## config.mk

```make
export PLATFORM = sky130hd
export DESIGN_NAME = wgn_nbr_eval
export DESIGN_NICKNAME = d
export VERILOG_FILES = /design/src/rtl/wgn_pkg.sv /design/src/rtl/wgn_nbr_eval.sv
export SDC_FILE = /design/constraint.sdc
export NUM_CORES = 1
export LEC_CHECK = 0
export ABC_CLOCK_PERIOD_IN_PS = 800
export BUFFER_PORTS_ARGS = -buffer_cell sky130_fd_sc_hd__buf_2
export CELL_PAD_IN_SITES_DETAIL_PLACEMENT = 1
export CELL_PAD_IN_SITES_GLOBAL_PLACEMENT = 2
export CORE_AREA = 2 2 39 41
export DETAILED_ROUTE_END_ITERATION = 8
export DIE_AREA = 0 0 41 43
export PLACE_DENSITY = 0.65
export SYNTH_ARGS = -nofsm -noshare
export SYNTH_HDL_FRONTEND = slang
export SYNTH_SLANG_ARGS = --single-unit
```

## constraint.sdc

```tcl
create_clock -name vclk -period 0.8
set_clock_uncertainty 0.2 [all_clocks]
set_input_delay 0.08 -clock vclk [all_inputs]
set_output_delay 0.08 -clock vclk [all_outputs]
set_load 0.005 [all_outputs]
```

## src/rtl/wgn_pkg.sv

```systemverilog
// ----------------------------------------------------------------------------
// wgn_pkg
// shared types and constants of the walkability grid neighbor core
// ----------------------------------------------------------------------------
`default_nettype none

package wgn_pkg;

  // field and register widths
  localparam int GRID_W  = 7;
  localparam int DIAG_W  = 2;
  localparam int AREA_W  = 2 * GRID_W;
  localparam int CNT_W   = 13;
  localparam int PADDR_W = 4;
  localparam int PDATA_W = 32;

  localparam logic [GRID_W-1:0] GRID_RESET = 7'd64;
  localparam logic [CNT_W-1:0]  CNT_SAT    = '1;

  // item opcodes
  localparam logic [1:0] OP_WRITE = 2'd0;
  localparam logic [1:0] OP_READ  = 2'd1;
  localparam logic [1:0] OP_QUERY = 2'd2;

  // diagonal modes
  localparam logic [DIAG_W-1:0] DIAG_NEVER  = 2'd0;
  localparam logic [DIAG_W-1:0] DIAG_ALWAYS = 2'd1;
  localparam logic [DIAG_W-1:0] DIAG_EITHER = 2'd2;
  localparam logic [DIAG_W-1:0] DIAG_BOTH   = 2'd3;

  // register indexes (word address)
  localparam logic [1:0] REG_GRID_WIDTH  = 2'd0;
  localparam logic [1:0] REG_GRID_HEIGHT = 2'd1;
  localparam logic [1:0] REG_DIAG_MODE   = 2'd2;

  // configuration as seen by the datapath
  typedef struct packed {
    logic [GRID_W-1:0] used_w;
    logic [GRID_W-1:0] used_h;
    logic [DIAG_W-1:0] diag_mode;
    logic [AREA_W-1:0] area;
    logic              map_clear;
  } cfg_t;

endpackage

`default_nettype wire

```

## src/rtl/wgn_nbr_eval.sv

```systemverilog
// ----------------------------------------------------------------------------
// wgn_nbr_eval
// 3x3 walkable window to 8-bit neighbor mask under the diagonal mode
// ----------------------------------------------------------------------------
`default_nettype none

module wgn_nbr_eval (
  input  logic [2:0][2:0]               win_i,
  input  logic [wgn_pkg::DIAG_W-1:0]    diag_mode_i,
  output logic [7:0]                    mask_o
);
  import wgn_pkg::*;

  // win_i[row][col], row 0 above, col 0 left
  logic [7:0] w;
  logic [3:0] diag_ok;
  logic [3:0] orth_a, orth_b;

  assign w[0] = win_i[0][1];  // up
  assign w[1] = win_i[1][2];  // right
  assign w[2] = win_i[2][1];  // down
  assign w[3] = win_i[1][0];  // left
  assign w[4] = win_i[0][0];  // upleft
  assign w[5] = win_i[0][2];  // upright
  assign w[6] = win_i[2][2];  // downright
  assign w[7] = win_i[2][0];  // downleft

  // orthogonals flanking each diagonal
  assign orth_a = {w[2], w[1], w[0], w[3]};
  assign orth_b = w[3:0];

  always_comb begin
    case (diag_mode_i)
      DIAG_ALWAYS: diag_ok = '1;
      DIAG_EITHER: diag_ok = orth_a | orth_b;
      DIAG_BOTH:   diag_ok = orth_a & orth_b;
      default:     diag_ok = '0;
    endcase
  end

  assign mask_o = {w[7:4] & diag_ok, w[3:0]};

endmodule

`default_nettype wire
```

-- Word-level counts from Yosys, hierarchy flattened
Cells that the tools add are included.
- register bits: 0
- input port bits: 11
- output and inout port bits: 8
- logic and storage cells: 7
- eq/ne operators: 3
- multiplexer cells: 1
- bitwise operators: 3
- operators with widths (operator ; number):
    $pmux 4 s3 ; 1
    $and 4x4->4 ; 2
    $eq 2x2->1 const B ; 2
    $or 4x4->4 ; 1
    $eq 2x1->1 const B ; 1

-- Depth between registers and ports, before layout
Gate-level depths: netlist of run 1.
- depth after elaboration: 3
- depth in mapped cells: 2
- mapped depth without buffers: 2

-- Worst setup path after synthesis of run 1
Ideal clock, no wire load.
- path type: in2out
- start point: input win_i[7] (netlist bit)
- end point: output mask_o[6]
- arrival: 0.502 ns
- data required time: 0.520 ns
- setup slack: 0.018 ns
- stages: 2
- path buffers: 0
- cell sequence: o21a_1 o221a_2
- word-level cells in the longest chain between the ends: 3
- elaborated cells on any way between the ends: 4
- those cells by class: 1 x mux; 3 x bitwise
- ends and longest elaborated chain (what ; RTL line ; text):
    start, declared ; wgn_nbr_eval.sv:8 ; input logic [2:0][2:0] win_i,
    $and 4x4->4 / $or 4x4->4 (equally long branches) ; wgn_nbr_eval.sv:36, wgn_nbr_eval.sv:35 ;
    $pmux 4 s3 * ; wgn_nbr_eval.sv:33 ; case (diag_mode_i)
    $and 4x4->4 * ; wgn_nbr_eval.sv:41 ; assign mask_o = {w[7:4] & diag_ok, w[3:0]};
    end, declared ; wgn_nbr_eval.sv:10 ; output logic [7:0] mask_o
Every way passes the cells marked *; elsewhere a longest branch is shown, timed or not.

-- Worst setup path after layout of run 1
- start point: input win_i[5] (netlist bit)
- end point: output mask_o[6]
Same word-level chain as after synthesis.

==> impl_metrics.py, run 1 <==
metrics = {
    "sta": {
        "drv_slew": 0,
        "worstMarginPinSlew_ns": 0.0944,
        "hold_slack_ns": 0.220,
        "final.setup.worst_slack_ns": -0.234,
        "min_period_ns": 1.03,
        "maxClockFrequency_mhz": 967,
        "grt_setup_unrepaired": "yes",
        "post-route-period-util_pct": 129,
        "setup_violations": 4,
        "hold_violations": 0,
        "max_slew_margin_pct": 93.7,
    },
    "detailed_routing": {
        "detail_route.vias_per_cell": 3.96,
        "detail_route.iter0.violations": 1,
        "drc": 0,
        "dr_total_vias": 206,
        "drt-wirelength-per-cell_um": 12.2,
        "routed_wl_um": 633,
        "route.antenna.remaining_nets": 0,
        "drt_first_pass_iters": 2,
    },
    "hold_path": {
        "worst_hold_path.endpoint": "mask_o[1]",
        "hold_path.startpoint": "win_i[5]",
        "holdPathStages": 3,
        "hold_path.class": "in2out",
    },
    "setup_path": {
        "critPathMaxStageDelay_ns": 0.27,
        "path_delay_family": "compound AO/OA/AOI/OAI gates",
        "crit_slowest_cell": "sky130_fd_sc_hd__o221a_2",
        "critical_path.cell_chain": "buf_8 -> o21a_1 -> o221a_2 -> buf_2",
        "cp_data_arrival_time_ns": 0.75,
        "data_required_critical_path_ns": 0.52,
        "critPathMaxFanout": 5,
        "critPathBufInv": 2,
        "endpoint_kind": "primary output",
        "critical_path.startpoint_type": "primary input",
        "critPathKind": "in2out",
    },
    "synthesis": {
        "synth.largest_area_cell": "sky130_fd_sc_hd__o221a_1",
        "post_synth_instance_area_um2": 136,
        "synth.top_cells.by_area": "sky130_fd_sc_hd__o221a_1 25%, sky130_fd_sc_hd__buf_4 22%, sky130_fd_sc_hd__o21a_1 22%, sky130_fd_sc_hd__and2_1 18%, sky130_fd_sc_hd__o221a_2 8.3%",
        "synth.avg_cell_area_um2": 8.02,
        "yosysUniqueCellTypes": 6,
        "synth_warnings": 0,
        "post_synth_inst_count": 17,
        "syn_nets": 28,
        "synth-seq-area-share_pct": 0,
        "synth_largest_type_area_fraction_pct": 24.8,
    },
    "final_layout": {
        "layout_commonest_cell": "sky130_fd_sc_hd__buf_2",
        "final_cell_mix": "12 x sky130_fd_sc_hd__buf_2, 7 x sky130_fd_sc_hd__buf_4, 4 x sky130_fd_sc_hd__o21a_1",
        "area_growth_syn_to_layout_pct": 117,
        "final_core_utilization_pct": 21.4,
        "layout.nets": 49,
        "sequential_cell_area_um2": 0,
        "seq_cells": 0,
        "n_antenna_cell": 0,
        "drive_above_1_share_pct": 75.0,
        "final.clkbuf_count": 0,
    },
    "power": {
        "reported_leakage_power_nw": 0.148,
        "cellPowerDensity_nw_per_um2": 519,
        "peakVddDrop_mv": 0.157,
        "post-layout-total-power_mw": 0.154,
    },
    "die": {
        "core-area_um2": 1380,
        "floorplan.rows": 14,
        "dieWidth_um": 41,
        "initial_core_util_pct": 9.86,
        "num_io_pins": 19,
        "die_h_um": 43,
        "floorplan.die_area_um2": 1760,
    },
    "placement": {
        "dp_hpwl_um": 532,
        "gp_routability_congestion": 0.646,
        "placement.io_buffers": 18,
    },
    "status": {
        "run_status": "finished, violations left",
        "failed_checks": "setup timing",
    },
    "global_routing": {
        "grt_first_pass_wirelength_um": 972,
        "gr-total-overflow": 0,
        "grt_start_max_net_pins": 6,
        "vias_in_the_first_global_route": 220,
        "antenna_violations_before_repair": 0,
        "globalRouteTotalUtil_pct": 7.59,
    },
    "run": {
        "maxCapViolations": 0,
    },
    "clock_tree": {
        "post_cts.repair.setup_buffers": 0,
    },
}
-- how the worst max path moves through the flow --
| stage | slack [ns] | to | cells past startpoint | start |
|---|---|---|---|---|
| 3_5_place_dp | -0.25 | mask_o[6] | 4 | win_i[7] |
| 5_1_grt | -0.25 | mask_o[6] | 4 | win_i[5] |
| 3_3_place_gp | -0.26 | mask_o[6] | 4 | win_i[7] |
| 6_report | -0.23 | mask_o[6] | 4 | win_i[5] |
| 2_1_floorplan | 0.02 | mask_o[6] | 2 | win_i[7] |
| 4_1_cts | -0.24 | mask_o[6] | 4 | win_i[5] |
-- tightest hold or removal path: cells and delay by family --
kind	cells	cell delay (ns)
buffers and inverters	3	0.27
-- per-layer routing --
layer | vias to the layer above | part of all wire (%) | global-route usage (%)
met3 | 2 | 15 | 1.57
li1 | 102 | - | -
met2 | 20 | 34 | 10.0
met5 | - | 0 | 0
met4 | 0 | 1.6 | 1.33
met1 | 82 | 48 | 12.3
-- synth_stat cells --
master                    instances
sky130_fd_sc_hd__and2_1           4
sky130_fd_sc_hd__buf_4            4
sky130_fd_sc_hd__o21a_1           4
sky130_fd_sc_hd__o221a_1          3
sky130_fd_sc_hd__nand2_2          1
sky130_fd_sc_hd__o221a_2          1
-- timing repair --
action | CTS | global route
cloned | 0 | 0
hold buffers | 0 | 0
pin swaps | 6 | 2
resized for setup | 14 | 0
endpoints found under the setup margin | 4 | 4
-- per-stage QoR --
step	cells	setup TNS, ns	setup slack, ns	instance area, um2
detailed placement	52	-0.902	-0.254	254
global placement	52	-0.889	-0.256	254
floorplan	17	0	0.0180	136
global route	52	-0.817	-0.254	297
CTS	52	-0.752	-0.237	297
finish	52	-0.729	-0.234	297
-- cell type report --
| type | count | area, um2 |
|---|---|---|
| Fill cell | 180 | 1090 |
| Multi-Input combinational cell | 13 | 111 |
| Tap cell | 16 | 20.0 |
| Timing Repair Buffer | 23 | 165 |
-- power by group --
group	leakage, nW	total (mW)	switching, mW	internal, mW
logic	0.148	0.154	0.0558	0.0982
clock network	0	0	0	0
registers	0	0	0	0
total	0.148	0.154	0.0558	0.0982
-- logic make-up after synthesis --
family          count (synthesis)  synth area share (%)
compound gates                  8                  55.0
buf+inv                         4                  22.0
simple gates                    5                  22.9
No activity file was read; power rests on OpenSTA's default activity.
==> inputs of run 2 (changes only) <==
Settings changed: SETUP_SLACK_MARGIN set to 0.3.
==> run 2 against run 1 <==
Against the previous run:
- the flow still finishes with violations (setup timing)
- sequential share of layout area is the same
- core utilization grew 6.1 points
- count of clock-buffer cells in the layout is the same
- cell count grew 3.8%
- first-iteration DRC count is the same
- non-clock buffer count grew 2
- critical path depth is the same
- die area is the same
- setup slack gained 0.020 ns
- hold slack lost 0.016 ns
- global-route usage shrank 0.20 points
- largest cell class unchanged
- largest power group unchanged
- highest routed layer is now met3
==> impl_metrics.py, run 2 (synthesized netlist as in run 1, its figures left out) <==
metrics = {
    "setup_path": {
        "data_required_critical_path_ns": 0.52,
        "critPathMaxFanout": 5,
        "critical_path.startpoint_type": "primary input",
        "critPathMaxStageDelay_ns": 0.27,
        "critical_path.cell_chain": "buf_8 -> o21a_1 -> o221a_2 -> buf_6",
        "endpoint_kind": "primary output",
        "critPathBufInv": 2,
        "cp_data_arrival_time_ns": 0.73,
        "worstSetupPathDepth": 4,
        "crit_slowest_cell": "sky130_fd_sc_hd__o221a_2",
        "path_delay_family": "compound AO/OA/AOI/OAI gates",
        "critPathKind": "in2out",
    },
    "die": {
        "dieWidth_um": 41,
        "num_io_pins": 19,
        "floorplan.rows": 14,
        "floorplan.die_area_um2": 1760,
        "core-area_um2": 1380,
        "die_h_um": 43,
        "initial_core_util_pct": 9.86,
    },
    "hold_path": {
        "hold_path.class": "in2out",
        "holdPathStages": 3,
    },
    "power": {
        "p_sw_mw": 0.0628,
        "internal_power_mw": 0.136,
        "cellPowerDensity_nw_per_um2": 523,
        "sequentialPowerShare_pct": 0,
        "peakVddDrop_mv": 0.136,
        "pwr-share-comb_pct": 100.0,
        "pwr-share-clk_pct": 0,
        "power.switching_fraction_pct": 31.5,
        "post-layout-total-power_mw": 0.199,
        "reported_leakage_power_nw": 0.184,
    },
    "final_layout": {
        "n_antenna_cell": 0,
        "final_core_utilization_pct": 27.5,
        "area_growth_syn_to_layout_pct": 179,
        "drive_above_1_share_pct": 78.9,
        "sequential_cell_area_um2": 0,
        "layout.nets": 51,
        "layout.cells.non_filler": 54,
        "final_cell_mix": "11 x sky130_fd_sc_hd__buf_6, 7 x sky130_fd_sc_hd__buf_2, 4 x sky130_fd_sc_hd__o21a_1, 4 x sky130_fd_sc_hd__buf_8",
        "layout_commonest_cell": "sky130_fd_sc_hd__buf_6",
        "final.clkbuf_count": 0,
        "seq_cells": 0,
    },
    "status": {
        "run_status": "finished, violations left",
        "failed_checks": "setup timing",
    },
    "placement": {
        "gp_routability_congestion": 0.628,
        "placed_cells": 51,
        "placement.io_buffers": 18,
    },
    "global_routing": {
        "grt_first_pass_wirelength_um": 986,
        "gr-total-overflow": 0,
        "vias_in_the_first_global_route": 229,
        "grt_start_max_net_pins": 6,
        "globalRouteTotalUtil_pct": 7.39,
        "antenna_violations_before_repair": 0,
    },
    "sta": {
        "hold_slack_ns": 0.205,
        "setup_violations": 4,
        "grt_setup_unrepaired": "yes",
        "post-route-period-util_pct": 127,
        "final.setup.worst_slack_ns": -0.214,
        "drv_slew": 0,
        "totalNegativeSetupSlack_ns": -0.721,
        "worstMarginPinSlew_ns": 0.0774,
        "hold_violations": 0,
        "min_period_ns": 1.01,
        "maxClockFrequency_mhz": 986,
        "max_slew_margin_pct": 94.8,
    },
    "clock_tree": {
        "postCtsHoldBufs": 0,
    },
    "detailed_routing": {
        "route.antenna.remaining_nets": 0,
        "detail_route.iter0.violations": 1,
        "drt-wirelength-per-cell_um": 11.0,
        "routed_wl_um": 594,
        "drt_first_pass_iters": 2,
        "drc": 0,
        "detail_route.vias_per_cell": 3.91,
        "dr_total_vias": 211,
    },
    "run": {
        "maxCapViolations": 0,
    },
}
## run 2: area by class of cell
class,instances,area (um2)
fill,164,1000
multi-input combinational,13,119
tap,16,20.0
timing repair buffer,25,241
## run 2: metrics by stage
stage          cell area [um2]  worst slack [ns]
2_1_floorplan              144            0.0180
3_3_place_gp               254            -0.244
3_5_place_dp               254            -0.241
4_1_cts                    358            -0.212
5_1_grt                    380            -0.229
6_report                   380            -0.214
## run 2: path summary, 6_finish.rpt
| path | from | end | slack (ns) |
|---|---|---|---|
| hold / removal | win_i[7] | mask_o[2] | 0.20 |
| setup / recovery | win_i[5] | mask_o[6] | -0.21 |
## run 2: repair_timing
| item | 4_1_cts | 5_1_grt |
|---|---|---|
| pin swaps | 8 | 4 |
| gates resized for setup | 23 | 3 |
| buffers inserted | 2 | 1 |
| setup endpoints to repair | 8 | 8 |
## run 2: power by group through the flow
stage	logic, mW	clock network, mW	registers, mW
after global routing	0.216	0	0
final	0.199	0	0
after global placement	0.131	0	0
after CTS	0.186	0	0
after detailed placement	0.132	0	0
after floorplan	0.0618	0	0
## run 2: per-layer routing
layer | vias to the layer above | track usage, % | part of all wire, %
met3 | 0 | 2.62 | 18
met4 | 0 | 0 | 0
met5 | - | 0 | 0
met1 | 87 | 11.1 | 44
li1 | 106 | - | -
met2 | 18 | 10.6 | 38
==> inputs of run 3 (changes only) <==
Settings changed: RECOVER_POWER set to 100.
==> run 3 against run 2 <==
Against the previous run:
- the flow still finishes with violations (setup timing)
- maximum frequency is essentially flat
- sequential cell count is the same
- hold slack better by 0.044 ns
- combinational power decreased by 6%
- first-iteration DRC count did not move
- routed wire length grew 1.0%
- count of clock-buffer cells in the layout is the same
==> impl_metrics.py, run 3 (synthesized netlist as in run 1, its figures left out) <==
metrics = {
    "final_layout": {
        "drive_above_1_share_pct": 76.3,
        "sequential_cell_area_um2": 0,
        "n_antenna_cell": 0,
        "num-fill-cells": 168,
        "final.clkbuf_count": 0,
        "layout_commonest_cell": "sky130_fd_sc_hd__buf_6",
        "final_cell_mix": "8 x sky130_fd_sc_hd__buf_6, 7 x sky130_fd_sc_hd__buf_2, 4 x sky130_fd_sc_hd__o21a_1, 4 x sky130_fd_sc_hd__buf_8",
        "seq_cells": 0,
        "layout.nets": 51,
        "post-route-cell-area_um2": 360,
        "area_growth_syn_to_layout_pct": 164,
        "layout.cells.non_filler": 54,
    },
    "hold_path": {
        "worst_hold_path.endpoint": "mask_o[2]",
        "hold_path.class": "in2out",
        "holdPathStages": 3,
        "hold_path.startpoint": "win_i[7]",
    },
    "power": {
        "peakVddDrop_mv": 0.132,
        "pwr-share-clk_pct": 0,
        "reported_leakage_power_nw": 0.176,
        "sequentialPowerShare_pct": 0,
        "p_sw_mw": 0.0613,
        "power.switching_fraction_pct": 32.6,
        "cellPowerDensity_nw_per_um2": 522,
        "pwr-share-comb_pct": 100.0,
        "post-layout-total-power_mw": 0.188,
        "internal_power_mw": 0.127,
    },
    "sta": {
        "setup_violations": 4,
        "grt_setup_unrepaired": "yes",
        "post-route-period-util_pct": 127,
        "maxClockFrequency_mhz": 986,
        "hold_violations": 0,
        "max_slew_margin_pct": 94.1,
        "final.setup.worst_slack_ns": -0.214,
        "worstMarginPinSlew_ns": 0.0890,
        "min_period_ns": 1.01,
        "hold_slack_ns": 0.249,
        "drv_slew": 0,
    },
    "detailed_routing": {
        "route.antenna.remaining_nets": 0,
        "drt_first_pass_iters": 2,
        "drt-wirelength-per-cell_um": 11.1,
        "drc": 0,
        "routed_wl_um": 600,
        "dr_total_vias": 211,
        "detail_route.iter0.violations": 1,
        "detail_route.vias_per_cell": 3.91,
    },
    "global_routing": {
        "grt_first_pass_wirelength_um": 986,
        "grt_start_max_net_pins": 6,
        "antenna_violations_before_repair": 0,
        "gr-total-overflow": 0,
        "globalRouteTotalUtil_pct": 7.39,
        "vias_in_the_first_global_route": 229,
    },
    "setup_path": {
        "endpoint_kind": "primary output",
        "critical_path.cell_chain": "buf_8 -> o21a_1 -> o221a_2 -> buf_6",
        "data_required_critical_path_ns": 0.52,
        "crit_slowest_cell": "sky130_fd_sc_hd__o221a_2",
        "critPathMaxFanout": 5,
        "cp_data_arrival_time_ns": 0.73,
        "critPathMaxStageDelay_ns": 0.27,
        "critical_path.startpoint_type": "primary input",
        "critPathKind": "in2out",
    },
    "die": {
        "dieWidth_um": 41,
        "floorplan.die_area_um2": 1760,
        "initial_core_util_pct": 9.86,
        "die_h_um": 43,
        "floorplan.rows": 14,
        "core-area_um2": 1380,
        "num_io_pins": 19,
    },
    "status": {
        "run_status": "finished, violations left",
        "failed_checks": "setup timing",
    },
    "placement": {
        "place_worst_setup_slack_ns": -0.241,
        "gp_routability_congestion": 0.628,
        "placed_cell_area_um2": 254,
        "placement.io_buffers": 18,
        "placed_cells": 51,
    },
    "clock_tree": {
        "postCtsHoldBufs": 0,
    },
    "run": {
        "maxCapViolations": 0,
    },
}
==> run 3: cell types whose count changed in the layout (fill, tap and decap cells not counted) <==
cell / before / now
sky130_fd_sc_hd__clkbuf_1: 0 / 1
sky130_fd_sc_hd__buf_6: 11 / 8
sky130_fd_sc_hd__clkbuf_2: 0 / 2
==> run 3: critical path: cells and delay by family <==
kind / cells / cell delay, ns
compound gates: 2 / 0.44
buf+inv: 2 / 0.21
==> run 3: how the worst max path moves through the flow <==
stage                     cells after the start     start        end  slack, ns
final                                         4  win_i[5]  mask_o[6]      -0.21
after CTS                                     4  win_i[5]  mask_o[6]      -0.21
after floorplan                               2  win_i[7]  mask_o[6]       0.02
after detailed placement                      4  win_i[7]  mask_o[6]      -0.24
after global placement                        4  win_i[7]  mask_o[6]      -0.24
after global routing                          4  win_i[5]  mask_o[6]      -0.23
==> run 3: layer usage <==
layer | up-vias | wire length [um] | track usage [%]
met3 | 0 | 108 | 2.62
li1 | 106 | - | -
met2 | 18 | 226 | 10.6
met1 | 87 | 265 | 11.1
met5 | - | 0 | 0
met4 | 0 | 0 | 0
==> run 3: per-stage QoR <==
step,util [%],setup TNS (ns)
after floorplan,-,0
after global placement,18.4,-0.872
after detailed placement,18.4,-0.850
after CTS,25.9,-0.751
after global routing,26.0,-0.794
final,26.0,-0.718
==> run 3: timing repair <==
item                       CTS  global route
gates resized for setup     23             3
setup endpoints to repair    8             8
buffers inserted             2             1
pin swaps                    8             4
==> run 3: cell type report <==
| class | instances | area [um2] | area share (%) |
|---|---|---|---|
| well taps | 16 | 20.0 | 5.56 |
| multi-input cells | 13 | 119 | 33.0 |
| repair buffers | 25 | 221 | 61.5 |
==> run 3: power groups by stage <==
stage | combinational, mW | sequential, mW | clock, mW
floorplan | 0.0618 | 0 | 0
detailed placement | 0.132 | 0 | 0
global route | 0.205 | 0 | 0
CTS | 0.186 | 0 | 0
global placement | 0.131 | 0 | 0
finish | 0.188 | 0 | 0
