### src/rtl/wgn_pkg.sv
// ----------------------------------------------------------------------------
// wgn_pkg
// shared types and constants of the walkability grid neighbor core
// ----------------------------------------------------------------------------
`default_nettype none

package wgn_pkg;

  // field and register widths
  localparam int GRID_W  = 7;
  localparam int DIAG_W  = 2;
  localparam int AREA_W  = 2 * GRID_W;
  localparam int CNT_W   = 13;
  localparam int PADDR_W = 4;
  localparam int PDATA_W = 32;

  localparam logic [GRID_W-1:0] GRID_RESET = 7'd64;
  localparam logic [CNT_W-1:0]  CNT_SAT    = '1;

  // item opcodes
  localparam logic [1:0] OP_WRITE = 2'd0;
  localparam logic [1:0] OP_READ  = 2'd1;
  localparam logic [1:0] OP_QUERY = 2'd2;

  // diagonal modes
  localparam logic [DIAG_W-1:0] DIAG_NEVER  = 2'd0;
  localparam logic [DIAG_W-1:0] DIAG_ALWAYS = 2'd1;
  localparam logic [DIAG_W-1:0] DIAG_EITHER = 2'd2;
  localparam logic [DIAG_W-1:0] DIAG_BOTH   = 2'd3;

  // register indexes (word address)
  localparam logic [1:0] REG_GRID_WIDTH  = 2'd0;
  localparam logic [1:0] REG_GRID_HEIGHT = 2'd1;
  localparam logic [1:0] REG_DIAG_MODE   = 2'd2;

  // configuration as seen by the datapath
  typedef struct packed {
    logic [GRID_W-1:0] used_w;
    logic [GRID_W-1:0] used_h;
    logic [DIAG_W-1:0] diag_mode;
    logic [AREA_W-1:0] area;
    logic              map_clear;
  } cfg_t;

endpackage

`default_nettype wire

### src/rtl/wgn_cfg_regs.sv
// ----------------------------------------------------------------------------
// wgn_cfg_regs
// apb register file: grid size and diagonal mode, clamped size and area
// ----------------------------------------------------------------------------
`default_nettype none

module wgn_cfg_regs #(
  parameter int MAX_WIDTH  = 64,
  parameter int MAX_HEIGHT = 64
) (
  input  logic                         clk_i,
  input  logic                         rst_ni,
  input  logic                         psel,
  input  logic                         penable,
  input  logic                         pwrite,
  input  logic [wgn_pkg::PADDR_W-1:0]  paddr,
  input  logic [wgn_pkg::PDATA_W-1:0]  pwdata,
  output logic [wgn_pkg::PDATA_W-1:0]  prdata,
  output logic                         pready,
  output wgn_pkg::cfg_t                cfg_o
);
  import wgn_pkg::*;

  logic [GRID_W-1:0] grid_width_q, grid_height_q;
  logic [DIAG_W-1:0] diag_mode_q;
  logic [AREA_W-1:0] area_q;
  logic              wr_acc;
  logic [1:0]        reg_idx;
  logic [GRID_W-1:0] used_w, used_h;

  assign pready  = 1'b1;
  assign wr_acc  = psel & penable & pwrite & pready;
  assign reg_idx = paddr[3:2];

  always_ff @(posedge clk_i or negedge rst_ni) begin
    if (!rst_ni) begin
      grid_width_q  <= GRID_RESET;
      grid_height_q <= GRID_RESET;
      diag_mode_q   <= DIAG_NEVER;
    end else if (wr_acc) begin
      case (reg_idx)
        REG_GRID_WIDTH:  grid_width_q  <= pwdata[GRID_W-1:0];
        REG_GRID_HEIGHT: grid_height_q <= pwdata[GRID_W-1:0];
        REG_DIAG_MODE:   diag_mode_q   <= pwdata[DIAG_W-1:0];
        default: ;
      endcase
    end
  end

  // sizes above the map clamp to the map
  assign used_w = (32'(grid_width_q) > MAX_WIDTH) ? GRID_W'(MAX_WIDTH) : grid_width_q;
  assign used_h = (32'(grid_height_q) > MAX_HEIGHT) ? GRID_W'(MAX_HEIGHT) : grid_height_q;

  always_ff @(posedge clk_i) begin
    area_q <= AREA_W'(used_w) * AREA_W'(used_h);
  end

  always_comb begin
    prdata = '0;
    case (reg_idx)
      REG_GRID_WIDTH:  prdata = PDATA_W'(grid_width_q);
      REG_GRID_HEIGHT: prdata = PDATA_W'(grid_height_q);
      REG_DIAG_MODE:   prdata = PDATA_W'(diag_mode_q);
      default:         prdata = '0;
    endcase
  end

  assign cfg_o.used_w    = used_w;
  assign cfg_o.used_h    = used_h;
  assign cfg_o.diag_mode = diag_mode_q;
  assign cfg_o.area      = area_q;
  assign cfg_o.map_clear = wr_acc & ((reg_idx == REG_GRID_WIDTH) |
                                     (reg_idx == REG_GRID_HEIGHT));

endmodule

`default_nettype wire

### config.mk
export PLATFORM = sky130hd
export DESIGN_NAME = wgn_cfg_regs
export DESIGN_NICKNAME = d
export VERILOG_FILES = /design/src/rtl/wgn_pkg.sv /design/src/rtl/wgn_cfg_regs.sv
export SDC_FILE = /design/constraint.sdc
export NUM_CORES = 1
export LEC_CHECK = 0
export BUFFER_PORTS_ARGS = -buffer_cell sky130_fd_sc_hd__buf_2
export CORE_ASPECT_RATIO = 1.75
export CORE_MARGIN = 1.5
export CORE_UTILIZATION = 45
export CTS_CLUSTER_DIAMETER = 200
export DETAILED_ROUTE_END_ITERATION = 6
export PLACE_DENSITY_LB_ADDON = 0.05
export SYNTH_ARGS = -nofsm -noshare
export SYNTH_HDL_FRONTEND = slang
export SYNTH_SLANG_ARGS = --single-unit
### constraint.sdc
create_clock -name clk_i -period 4.25 [get_ports clk_i]
set_input_delay 0.2125 -clock clk_i [delete_from_list [all_inputs] [get_ports clk_i]]
set_output_delay 0.2125 -clock clk_i [all_outputs]
set_load 0.05 [all_outputs]
=== Word-level counts from Yosys, hierarchy flattened ===
Index checks and enable logic that the tools add are counted.

* Bits of input ports: 41
* Register bits: 30
* Output and inout port bits: 64
* Word-level logic and storage cells: 20

* Bitwise logic cells: 4
* Multiply operators: 1
* Muxes and demuxes: 3
* Order comparisons: 2
* Reductions and logical operators: 4
* Equal/unequal tests: 2

{| class="wikitable"
|+ Operator list
! cell !! count
|-
| $pmux W7 S3 || 1
|-
| $gt A7 B7 Y1 const B || 2
|-
| $mul A7 B7 Y14 || 1
|-
| $mux W7 || 2
|-
| $reduce_and A2 Y1 || 3
|-
| $and A1 B1 Y1 || 3
|-
| $eq A2 B1 Y1 const B || 1
|-
| $eq A2 B2 Y1 const B || 1
|-
| $logic_not A2 Y1 || 1
|-
| $or A1 B1 Y1 || 1
|}

=== Logic depth before layout (Yosys ltp) ===
Gate-level depths: netlist of the first run.

* Depth in word-level cells: 3
* Mapped depth: 17
* Depth with buffers taken out: 16

=== Worst setup path before layout of the first run ===
No wires, ideal clock.

* Kind: register -> register
* Start: register grid_width_q[6]
* End: register area_q[12]
* Arrival: 4.588 ns
* Setup time: 0.119 ns
* Path buffers: 1
* Slack: -0.457 ns
* Required time: 4.131 ns
* Period minus slack after synthesis: 4.707 ns
* Cell stages (with the launch flop): 18
* Cells stage by stage: dfstp_2 clkbuf_1 nand2b_1 inv_2 nand2_1 fa_1 fa_1 inv_1 fa_1 inv_1 fa_1 inv_1 ha_1 o21ai_1 o21ai_1 a2111oi_1 or3_1 xnor2_1

{| class="wikitable"
|+ RTL lines
! item !! line !! text
|-
| start, declared || wgn_cfg_regs.sv:24 || <nowiki>logic [GRID_W-1:0] grid_width_q, grid_height_q;</nowiki>
|-
| start signal, assigned || wgn_cfg_regs.sv:42 || <nowiki>REG_GRID_WIDTH: grid_width_q <= pwdata[GRID_W-1:0];</nowiki>
|-
| end signal, assigned || wgn_cfg_regs.sv:55 || <nowiki>area_q <= AREA_W'(used_w) * AREA_W'(used_h);</nowiki>
|-
| end, declared || wgn_cfg_regs.sv:26 || <nowiki>logic [AREA_W-1:0] area_q;</nowiki>
|}

=== Worst setup path in the final report of the first run ===
* Start: register grid_height_q[6]
* End: register area_q[12]

* Longest elaborated chain between the ends: 3

{| class="wikitable"
|+ RTL lines
! item !! line !! text
|-
| start, declared || wgn_cfg_regs.sv:24 ||
|-
| start signal, assigned || wgn_cfg_regs.sv:43 || <nowiki>REG_GRID_HEIGHT: grid_height_q <= pwdata[GRID_W-1:0];</nowiki>
|-
| $gt A7 B7 Y1 || wgn_cfg_regs.sv:52 || <nowiki>assign used_h = (32'(grid_height_q) > MAX_HEIGHT) ? GRID_W'(MAX_HEIGHT) : grid_height_q;</nowiki>
|-
| $mux W7 * || wgn_cfg_regs.sv:52 ||
|-
| $mul A7 B7 Y14 * || wgn_cfg_regs.sv:55 ||
|}

Every way passes the cells marked *; elsewhere a longest branch is shown, timed or not.
A chain may end at the register's enable or synchronous reset.

==> qor_table.md, run 1 <==
| Result | Reported | Unit |
| --- | --- | --- |
| Number of distinct standard cells referenced by the synthesized netlist | 36 | - |
| Share of power burned in combinational logic | 67.2 | % |
| Ys flop type | dfxtp_1 | - |
| Clock sink count | 30 | - |
| Final routed DRC violation total | 0 | - |
| RSZ-0062 raised after global routing | yes | - |
| Number of synthesized flops with an enable pin | 0 | - |
| Run status | finished with violations | - |
| Crit-path cells | buf_6 > buf_6 > nand2_4 > fa_1 > fa_1 > inv_2 > fa_1 > inv_1 > fa_1 > inv_2 > ha_4 > o21ai_2 > o21ai_2 > a2111oi_2 > or3_1 > xnor2_1 | - |
| Data arrival time at the worst-slack endpoint | 4.45 | ns |
| Commonest cells after routing, fill and taps aside | buf_2, buf_4, ha_1 | - |
| # Max-Cap Violations | 0 | - |
| Proportion of layout cells with a drive suffix above 1 | 35.2 | % |
| Flop pwr share | 20.7 | % |
| Total power | 2.05 | mW |
| Hold WC Path Type | primary input to register | - |
| Port Buf Inserts | 51 | - |
| Number of DRC markers after the initial detailed-route iteration | 31 | - |
| VDD IR-drop max | 0.444 | mV |
| Area of the placeable core | 5930 | sq um |
| Hold Slack | 0.158 | ns |
| Drt via density | 4.61 | - |
| Worst setup path category | register to register | - |
| TritonCTS buffer count | 5 | - |
| Average wire length per cell after detail routing | 13.2 | microns |
| Global-route total usage across every layer | 19.6 | % |
| Async set or reset register ratio after synthesis | 53.3 | % |
| Critical Path Sink Type | register | - |
| DPL Wire Length | 5160 | microns |
| Average footprint of a synthesized cell | 9.49 | sq um |
| First-pass iteration count of the detailed router | 4 | - |
| Clock tree from TritonCTS | done | - |
| Sw Ratio | 50.3 | % |
| Synthesized cell area | 2800 | sq um |
| Buffer type at the clock tree root | clkbuf_8 | - |
| Portion of netlist area occupied by mux cells | 8.94 | % |
| Post-synthesis simple-gate area fraction | 14.3 | % |
| Clock share of power | 12.1 | % |
| Area share of fa/ha/maj cells after synthesis | 31.5 | % |
| Critical-path top delay cell | dfstp_2 | - |
| Crit Path Max Fanout | 6 | - |
| Total Routed Length | 6220 | microns |
| Number of antenna-violating nets in the routed design | 0 | - |
| Final Slew Violations | 0 | - |
| Wire length of the first global-routing pass | 10,300 | microns |
| Num ports | 105 | - |
| Minimum period implied by the final worst setup slack | 4.27 | ns |
| Final Wtd Congestion | 0.872 | - |
| Layout Nets | 488 | - |
| Number of rows in the core area | 37 | - |
| Worst-case setup slack after placement | -0.133 | ns |
| Area added between synthesis and finish | 28.9 | % |
| Dominant combinational cell family by area after synthesis | adder cells | - |
| CP required | 4.43 | ns |
| Most used cell, CP | fa_1 | - |
| Total power per unit cell area | 567 | nW/um^2 |
| Area fraction in compound gates after synthesis | 4.74 | % |
| Number of antenna repair diodes | 0 | - |
| Violated checks | setup timing | - |
| Xor and xnor fraction of the mapped netlist area | 3.44 | % |
| Setup TNS | -0.0189 | ns |
| Via count of the first global-routing pass | 2,224 | - |
| Vias post-DR | 2,169 | - |
| Clock Skew | 0.00635 | ns |
| Most common library cell in the layout ignoring fill and taps | buf_2 | - |
| CTS H-tree depth | 2 | - |
| Gate Count Post-Synth | 295 | - |
| Global route overflow | 0 | - |
| Starting density of the core | 47.3 | % |
| Maximum operating frequency | 234 | MHz |
| Initial antenna violation count | 0 | - |
| Maximum number of pins on one net before global-route repair | 17 | - |
| PnR worst setup slack | -0.0189 | ns |
| Die Y-Extent | 107 | microns |
| Count of endpoints failing hold in the final timing report | 0 | - |
| Static Leak | 2.02 | nW |
| Share of the yosys chip area belonging to registers | 24.4 | % |
| Number of failing setup endpoints in the final timing report | 1 | - |
| Tcrit/Tclk final | 100 | % |
| Switch Pwr | 1.03 | mW |
| Maximum clock path buffer count | 2 | - |
| Clock latency on the worst-skew pair | 0.28 | ns |
| Crit path launch type | register | - |
| Delay contributed by the slowest stage of the critical path | 0.59 | ns |
| Post-layout util | 60.9 | % |
| Int Pwr | 1.02 | mW |
| Full die area | 6720 | sq um |
| Post-synthesis sequential element count | 30 | - |
| Syn. warnings | 0 | - |
| Clock-pin slew of the registers on the worst-case setup and hold paths | 0.07 | ns |
| Die X-Extent | 62.6 | microns |
-- Yosys cell counts, types with 3 or more instances --
library cell / number / area share, %
inv_2: 12 / 1.6
nand2b_1: 12 / 2.7
fa_1: 24 / 17
o21ai_1: 5 / 0.89
dfxtp_1: 14 / 10
mux2_1: 16 / 6.4
clkbuf_1: 4 / 0.54
dfrtp_1: 14 / 13
a21oi_1: 6 / 1.1
nor2_1: 30 / 4.0
inv_1: 22 / 2.9
nand3_1: 4 / 0.71
ha_1: 32 / 14
buf_4: 26 / 7.0
and2_1: 7 / 1.6
xnor2_1: 8 / 2.5
xor2_1: 3 / 0.94
mux2i_1: 7 / 2.5
nand2_1: 27 / 3.6
-- routing by layer --
| layer | vias to the layer above | global-route usage (%) | part of all wire, % |
|---|---|---|---|
| met3 | 5 | 2.20 | 2.7 |
| met2 | 47 | 40.6 | 61 |
| met1 | 1033 | 20.1 | 35 |
| met4 | 0 | 5.24 | 1.1 |
| li1 | 1084 | - | - |
| met5 | - | 0 | 0 |
-- sequential cells by signal, summed over array words and instances, names as in the netlist --
name	flops
diag_mode_q	2
grid_width_q	7
area_q	14
grid_height_q	7
-- cell families after synthesis --
logic type                 after synthesis
muxes                                   23
buffers and inverters                   66
AOI/OAI and AO/OA                       21
DFF                                     30
other                                    2
xor gates and xnor gates                11
and+or+nand+nor                         86
adders and majority gates               56
-- area by class of cell --
class,instances,area (sq um)
Clock buffer,6,82.6
Clock inverter,2,12.5
Fill cell,601,2320
Inverter,34,145
Multi-Input combinational cell,223,1980
Sequential cell,30,683
Tap cell,78,97.6
Timing Repair Buffer,97,611
-- path summary, 6_finish.rpt --
check,slack (ns),cells past startpoint,to,start
worst max register to register,-0.02,16,area_q[12]$_DFF_P_,grid_height_q[6]$_DFFE_PN1P_
min in group asynchronous,0.38,2,diag_mode_q[0]$_DFFE_PN0P_,rst_ni
worst min-delay path,0.16,2,grid_height_q[3]$_DFFE_PN0P_,pwdata[3]
worst min register to register,0.52,1,diag_mode_q[1]$_DFFE_PN0P_,diag_mode_q[1]$_DFFE_PN0P_
worst max-delay path,-0.02,16,area_q[12]$_DFF_P_,grid_height_q[6]$_DFFE_PN1P_
max in group asynchronous,3.56,2,grid_width_q[6]$_DFFE_PN1P_,rst_ni
-- power by group through the flow --
stage	sequential, mW	clock, mW	combinational, mW
final	0.424	0.247	1.38
after global routing	0.435	0.271	1.50
after CTS	0.423	0.257	1.37
after detailed placement	0.424	0	1.31
after global placement	0.422	0	1.31
after floorplan	0.591	0	0.757
-- worst max-delay path: cells and delay by family, from the launching register on --
family | cells | cell delay, ns
buf+inv | 5 | 0.36
simple gates | 2 | 0.40
flops | 1 | 0.59
fa+ha+maj | 5 | 2.33
compound gates | 3 | 0.32
xor+xnor | 1 | 0.15
-- per-stage QoR --
step,std cells,cell area (sq um)
after floorplan,319,2940
after global placement,456,3370
after detailed placement,456,3370
after CTS,470,3570
after global routing,470,3610
final,470,3610
-- what timing repair did --
action | CTS | global route
setup buffers | 5 | 0
endpoints found under the setup margin | 5 | 6
gates cloned | 0 | 0
resized for setup | 12 | 9
endpoints found under the hold margin | 14 | 0
hold buffers | 1 | 0
pin swaps | 4 | 6
(Power assumes the default switching activity.)
==> run 2, diff against run 1 <==
Settings changed: RECOVER_POWER set to 50, REMOVE_ABC_BUFFERS set to 1.
==> run 2 against run 1 <==
- the flow now finishes without violations
- critical path depth stayed put
- maximum frequency is 1.8% higher
- non-clock buffer count is 5 lower
- global-route usage is 0.23 points higher
- flip-flop and latch count stayed put
- register-to-register slack better by 0.08 ns
- clock-buffer cell count stayed put
- design area is 2.8% lower
- power is 3.3% lower
- largest cell class unchanged
- highest routed layer unchanged
==> qor_table.md, run 2 (synthesis results as in run 1) <==
| Result | Reported | Unit | vs previous |
| --- | --- | --- | --- |
| Vias post-DR | 2,188 | - | +0.88% |
| Wire length of the first global-routing pass | 10,200 | microns | -1.1% |
| Clock Skew | 0.00245 | ns | -0.00390 ns |
| Minimum period implied by the final worst setup slack | 4.19 | ns | -0.0751 ns |
| Hold Slack | 0.149 | ns | -0.00981 ns |
| Clock latency on the worst-skew pair | 0.29 | ns | about the same |
| Global-route total usage across every layer | 19.8 | % | +0.23 points |
| TritonCTS buffer count | 5 | - | unchanged |
| Layout Nets | 483 | - | -1.0% |
| RSZ-0062 raised after global routing | yes | - |  |
| Average wire length per cell after detail routing | 13.6 | microns | +2.3% |
| Clock-pin slew of the registers on the worst-case setup and hold paths | 0.07 | ns | about the same |
| Number of rows in the core area | 37 | - | unchanged |
| Initial antenna violation count | 0 | - | unchanged |
| Crit-path cells | nand2b_4 > inv_2 > nand2_1 > fa_1 > fa_1 > inv_2 > fa_1 > inv_1 > fa_1 > inv_2 > ha_4 > o21ai_2 > o21ai_2 > a2111oi_2 > or3_1 > xnor2_1 | - |  |
| Area added between synthesis and finish | 25.3 | % |  |
| Drt via density | 4.71 | - | +2.0% |
| Most common library cell in the layout ignoring fill and taps | buf_4 | - |  |
| Number of DRC markers after the initial detailed-route iteration | 51 | - | +65% |
| Most used cell, CP | fa_1 | - |  |
| Final Wtd Congestion | 0.822 | - | -5.7% |
| Number of antenna repair diodes | 0 | - | unchanged |
| Count of endpoints failing hold in the final timing report | 0 | - | unchanged |
| Total power per unit cell area | 564 | nW/um^2 | -0.58% |
| Max FFs per register | 14 | - | unchanged |
| CP required | 4.43 | ns | about the same |
| Maximum operating frequency | 238 | MHz | +1.8% |
| Data arrival time at the worst-slack endpoint | 4.38 | ns | -0.07 ns |
| Via count of the first global-routing pass | 2,282 | - | +2.6% |
| Maximum number of pins on one net before global-route repair | 17 | - | unchanged |
| First-pass iteration count of the detailed router | 4 | - | unchanged |
| Post-layout util | 59.2 | % | -1.7 points |
| Total power | 1.98 | mW | -3.3% |
| Final Slew Violations | 0 | - | unchanged |
| Commonest cells after routing, fill and taps aside | buf_4, buf_2, ha_1 | - |  |
| Number of failing setup endpoints in the final timing report | 0 | - | -1 |
| Maximum clock path buffer count | 2 | - | unchanged |
| Area of the placeable core | 5930 | sq um | unchanged |
| Hold WC Path Type | primary input to register | - |  |
| Critical-path top delay cell | dfstp_2 | - |  |
| Die X-Extent | 62.6 | microns | unchanged |
| Total Routed Length | 6300 | microns | +1.3% |
| VDD IR-drop max | 0.292 | mV | -34% |
| Buffer type at the clock tree root | clkbuf_8 | - |  |
| Transition time of the tightest slew-check pin | 1.16 | ns |  |
| Finished Cell Area | 3510 | sq um | -2.8% |
| Static Leak | 1.91 | nW | -5.4% |
| Largest registers | area_q (14), grid_height_q (7), grid_width_q (7) | - |  |
| Area of all sequential standard cells | 683 | sq um | unchanged |
| Port Buf Inserts | 51 | - | unchanged |
| Die Y-Extent | 107 | microns | unchanged |
| Clock tree from TritonCTS | done | - |  |
| Total instance count after detailed placement | 452 | - | -0.88% |
| Headroom to the max-slew limit | 22.0 | % |  |
| Multi-input gate area | 1960 | sq um | -0.76% |
| Crit Path Max Fanout | 8 | - | +2 |
| Worst setup path category | register to register | - |  |
| Total of fill cells in the finished design | 602 | - | +0.17% |
| Most flops, register | area_q | - |  |
| Crit path launch type | register | - |  |
| Starting density of the core | 47.3 | % | unchanged |
| Tcrit/Tclk final | 98.7 | % | -1.8 points |
| Critical Path Sink Type | register | - |  |
| Run status | finished, final reports clean | - |  |
| Num ports | 105 | - | unchanged |
| Delay contributed by the slowest stage of the critical path | 0.62 | ns | +0.03 ns |
| Clock sink count | 30 | - | unchanged |
| Cell area after placement | 3290 | sq um | -2.2% |
| Number of cells in the finished layout apart from fillers | 465 | - | -1.1% |
| Final routed DRC violation total | 0 | - | unchanged |
| Proportion of layout cells with a drive suffix above 1 | 29.7 | % | -5.5 points |
| Full die area | 6720 | sq um | unchanged |
| Global route overflow | 0 | - | unchanged |
| Number of antenna-violating nets in the routed design | 0 | - | unchanged |
| # Max-Cap Violations | 0 | - | unchanged |
| CTS H-tree depth | 2 | - | unchanged |
| DPL Wire Length | 5340 | microns | +3.6% |
run 2: cell count changes in the layout (fill, tap and decap cells not counted), moves of 2 or more:
| cell | delta |
|---|---|
| nand2b_4 | -2 |
| buf_4 | -4 |
| clkbuf_1 | +16 |
| buf_2 | -15 |
| inv_2 | +5 |
| nand2b_1 | +2 |
| inv_4 | -4 |
| buf_6 | -2 |
run 2: routing by layer:
layer	GRT usage, %	up-vias	part of all wire, %
met3	3.56	18	3.5
met2	41.1	58	59
met1	17.2	1038	33
met4	10.6	0	4.2
li1	-	1074	-
met5	0	-	0
run 2: final cells by class:
cell class,instances,area share [%]
clock buffers,6,2.35
inverters,34,3.64
flip-flops and latches,30,19.5
well taps,78,2.78
clock inverters,2,0.357
repair buffers,92,15.5
multi-input cells,223,55.9
run 2: through the flow:
step	setup TNS [ns]	setup WS [ns]
2_1_floorplan	-1.92	-0.481
3_3_place_gp	-0.420	-0.125
3_5_place_dp	-0.691	-0.171
4_1_cts	0	0.00184
5_1_grt	-0.462	-0.146
6_report	0	0.0561
run 2: where the power goes:
| part | total [mW] | internal, mW | switching [mW] |
|---|---|---|---|
| logic | 1.31 | 0.457 | 0.851 |
| clock network | 0.248 | 0.130 | 0.118 |
| registers | 0.422 | 0.372 | 0.0501 |
| total | 1.98 | 0.959 | 1.02 |
run 2: critical path, delay by kind of cell, from the launching register on:
family / cells / cell delay (ns)
and+or+nand+nor: 3 / 0.62
DFF: 1 / 0.62
AOI/OAI and AO/OA: 3 / 0.29
adders and majority gates: 5 / 2.25
xor gates and xnor gates: 1 / 0.13
buffers and inverters: 4 / 0.18
run 2: path summary, 6_finish.rpt:
check | startpoint | to | slack (ns) | cells past startpoint
hold / removal | pwdata[2] | grid_height_q[2]$_DFFE_PN0P_ | 0.15 | 2
min in group asynchronous | rst_ni | diag_mode_q[0]$_DFFE_PN0P_ | 0.54 | 2
hold reg to reg | grid_width_q[3]$_DFFE_PN0P_ | grid_width_q[3]$_DFFE_PN0P_ | 0.52 | 1
setup / recovery | grid_width_q[6]$_DFFE_PN1P_ | area_q[12]$_DFF_P_ | 0.06 | 16
max in group asynchronous | rst_ni | grid_width_q[5]$_DFFE_PN0P_ | 3.17 | 2
setup reg to reg | grid_width_q[6]$_DFFE_PN1P_ | area_q[12]$_DFF_P_ | 0.06 | 16
run 2: what timing repair did:
| item | 4_1_cts | 5_1_grt |
|---|---|---|
| pin swaps | 5 | 14 |
| hold buffers | 1 | 0 |
| resized for setup | 7 | 14 |
| endpoints found under the setup margin | 5 | 7 |
| hold endpoints to repair | 14 | 0 |
| buffers inserted | 2 | 2 |
==> run 3, diff against run 2 <==
Clock period 4.25 ns to 3.8 ns, I/O delays scaled along.
==> run 3 against run 2 <==
- the flow now finishes with violations (setup timing)
- clock power up 13%
- via count is 3.7% higher
- global-route usage grew 1.0 points
- largest power group unchanged
==> qor_table.md, run 3 (synthesis results as in run 1) <==
| Result | Reported | Unit | vs previous |
| --- | --- | --- | --- |
| DPL Wire Length | 5440 | microns | +1.7% |
| Crit Path Max Fanout | 8 | - | unchanged |
| Number of antenna-violating nets in the routed design | 0 | - | unchanged |
| Total power per unit cell area | 633 | nW/um^2 | +12% |
| Cell count of the worst hold path | 2 | - | unchanged |
| # Max-Cap Violations | 0 | - | unchanged |
| Maximum operating frequency | 243 | MHz | +2.1% |
| Tcrit/Tclk final | 108 | % | +9.4 points |
| Total Routed Length | 6550 | microns | +4.0% |
| Start of the worst register-to-register path | grid_height_q[6]$_DFFE_PN1P_ | - |  |
| Clock Skew | 0.00221 | ns | -0.000238 ns |
| Depth of the worst register-to-register path | 17 | - | +1 |
| VDD IR-drop max | 0.370 | mV | +27% |
| Area added between synthesis and finish | 32.2 | % |  |
| Final Wtd Congestion | 0.879 | - | +7.0% |
| Wire length of the first global-routing pass | 10,700 | microns | +5.2% |
| End point of the most critical hold path | grid_height_q[4]$_DFFE_PN0P_ | - |  |
| Delay contributed by the slowest stage of the critical path | 0.62 | ns | about the same |
| Initial antenna violation count | 0 | - | unchanged |
| Number of failing setup endpoints in the final timing report | 7 | - | +7 |
| Clock tree from TritonCTS | done | - |  |
| Die X-Extent | 62.6 | microns | unchanged |
| Cell area after placement | 3420 | sq um | +3.9% |
| Int Pwr | 1.17 | mW | +22% |
| Critical path startpoint | grid_height_q[6]$_DFFE_PN1P_ | - |  |
| Maximum clock path buffer count | 2 | - | unchanged |
| Number of cells in the finished layout apart from fillers | 483 | - | +3.9% |
| Reg-to-reg slack, setup | -0.31 | ns | -0.36 ns |
| Beginning of the worst hold path | pwdata[4] | - |  |
| RR Endpoint | area_q[13]$_DFF_P_ | - |  |
| Proportion of layout cells with a drive suffix above 1 | 34.8 | % | +5.1 points |
| Area of the placeable core | 5930 | sq um | unchanged |
| Clock sink count | 30 | - | unchanged |
| Full die area | 6720 | sq um | unchanged |
| Total of fill cells in the finished design | 554 | - | -8.0% |
| Sw Ratio | 50.2 | % | -1.3 points |
| First-pass iteration count of the detailed router | 4 | - | unchanged |
| Critical Path Sink Type | register | - |  |
| TritonCTS buffer count | 5 | - | unchanged |
| Clock-pin slew of the registers on the worst-case setup and hold paths | 0.07 | ns | about the same |
| Post-layout util | 62.5 | % | +3.3 points |
| Critical-path top delay cell | dfstp_2 | - |  |
| Finished Cell Area | 3700 | sq um | +5.5% |
| Global route overflow | 0 | - | unchanged |
| Clock share of power | 12.0 | % | -0.5 points |
| PnR worst setup slack | -0.309 | ns | -0.365 ns |
| RSZ-0062 raised after global routing | yes | - |  |
| Vias post-DR | 2,269 | - | +3.7% |
| Run status | finished with violations | - |  |
| Final routed DRC violation total | 0 | - | unchanged |
| Switch Pwr | 1.18 | mW | +16% |
| Clock latency on the worst-skew pair | 0.29 | ns | about the same |
| Share of power burned in combinational logic | 67.8 | % | +1.7 points |
| Crit path launch type | register | - |  |
| Headroom to the max-slew limit | 22.5 | % | +0.48 points |
| Data arrival time at the worst-slack endpoint | 4.29 | ns | -0.09 ns |
| Count of endpoints failing hold in the final timing report | 0 | - | unchanged |
| Static Leak | 2.03 | nW | +6.4% |
| Number of DRC markers after the initial detailed-route iteration | 60 | - | +18% |
| Total instance count after detailed placement | 469 | - | +3.8% |
| Starting density of the core | 47.3 | % | unchanged |
| Commonest cells after routing, fill and taps aside | buf_4, buf_2, nor2_1 | - |  |
| Num ports | 105 | - | unchanged |
| Most flops, register | area_q | - |  |
| Flop pwr share | 20.3 | % | -1.1 points |
| Layout Nets | 501 | - | +3.7% |
| Port Buf Inserts | 51 | - | unchanged |
| Most common library cell in the layout ignoring fill and taps | buf_4 | - |  |
| Number of rows in the core area | 37 | - | unchanged |
| Average wire length per cell after detail routing | 13.6 | microns | about the same |
| Via count of the first global-routing pass | 2,343 | - | +2.7% |
| Violated checks | setup timing | - |  |
| Buffer type at the clock tree root | clkbuf_8 | - |  |
| Number of antenna repair diodes | 0 | - | unchanged |
| Hold WC Path Type | primary input to register | - |  |
| CTS H-tree depth | 2 | - | unchanged |
| CP required | 3.98 | ns | -0.45 ns |
| Global-route total usage across every layer | 20.9 | % | +1.0 points |
| Die Y-Extent | 107 | microns | unchanged |
| Crit-path cells | nand2b_4 > inv_2 > nand2_1 > fa_1 > fa_1 > inv_2 > fa_1 > inv_1 > fa_1 > inv_2 > ha_4 > buf_4 > nand2_4 > o2111ai_4 > a31oi_4 > o21bai_1 > xnor2_1 | - |  |
| Maximum number of pins on one net before global-route repair | 17 | - | unchanged |
| Largest registers | area_q (14), grid_height_q (7), grid_width_q (7) | - |  |
| Final Slew Violations | 0 | - | unchanged |
| Most used cell, CP | fa_1 | - |  |
| Transition time of the tightest slew-check pin | 1.15 | ns | -0.00716 ns |
| Minimum period implied by the final worst setup slack | 4.11 | ns | -0.0851 ns |
| Worst setup path category | register to register | - |  |
| Max FFs per register | 14 | - | unchanged |
| Drt via density | 4.70 | - | -0.16% |
## run 3: cell count changes in the layout (fill, tap and decap cells not counted), moves of 2 or more
cell and delta:
a21oi_1 -4, a21oi_2 +4, buf_4 +18, ha_1 -2, nand2b_1 -4, nand2b_4 +4
## run 3: metrics by stage
step | hold slack [ns] | total power, mW | setup TNS [ns] | setup slack, ns
CTS | 0.121 | 2.32 | -1.70 | -0.325
detailed placement | 0.125 | 1.94 | -3.72 | -0.634
floorplan | -0.106 | 1.44 | -5.29 | -0.931
finish | 0.129 | 2.34 | -1.63 | -0.309
global placement | 0.122 | 1.93 | -3.21 | -0.564
global route | 0.128 | 2.51 | -2.84 | -0.482
## run 3: how the worst max path moves through the flow
stage | to | slack, ns | cells after the start
final | area_q[13]$_DFF_P_ | -0.31 | 17
after global routing | area_q[12]$_DFF_P_ | -0.48 | 16
after CTS | area_q[12]$_DFF_P_ | -0.33 | 16
after detailed placement | area_q[12]$_DFF_P_ | -0.63 | 16
after global placement | area_q[12]$_DFF_P_ | -0.56 | 16
after floorplan | area_q[12]$_DFF_P_ | -0.93 | 16
## run 3: timing repair
item,4_1_cts,5_1_grt
endpoints found under the setup margin,8,8
gates resized for setup,17,12
hold endpoints to repair,14,0
buffers inserted,3,3
pin swaps,16,4
hold buffers,1,0
## run 3: final cells by class
type	count	area [sq um]	area share (%)
Sequential cell	30	683	18.5
Inverter	34	128	3.45
Clock buffer	6	82.6	2.23
Tap cell	78	97.6	2.64
Clock inverter	2	12.5	0.338
Multi-Input combinational cell	223	2010	54.4
Timing Repair Buffer	110	686	18.5
## run 3: worst max-delay path, delay by kind of cell, from the launching register on
kind,cells,cell delay [ns]
buf+inv,5,0.32
flops,1,0.62
fa+ha+maj,5,2.15
compound gates,3,0.50
xor+xnor,1,0.12
simple gates,3,0.29
## run 3: routing by layer
layer	share of wire, %	wire [microns]	global-route usage (%)
met2	61	3990	43.8
met5	0	0	0
met1	33	2170	18.8
met3	3.5	228	3.45
met4	2.5	164	8.73
## run 3: power by group through the flow
stage / clock, mW / sequential [mW] / combinational (mW)
detailed placement: 0 / 0.468 / 1.47
floorplan: 0 / 0.685 / 0.755
CTS: 0.291 / 0.469 / 1.57
global route: 0.298 / 0.484 / 1.72
global placement: 0 / 0.465 / 1.46
finish: 0.280 / 0.475 / 1.59
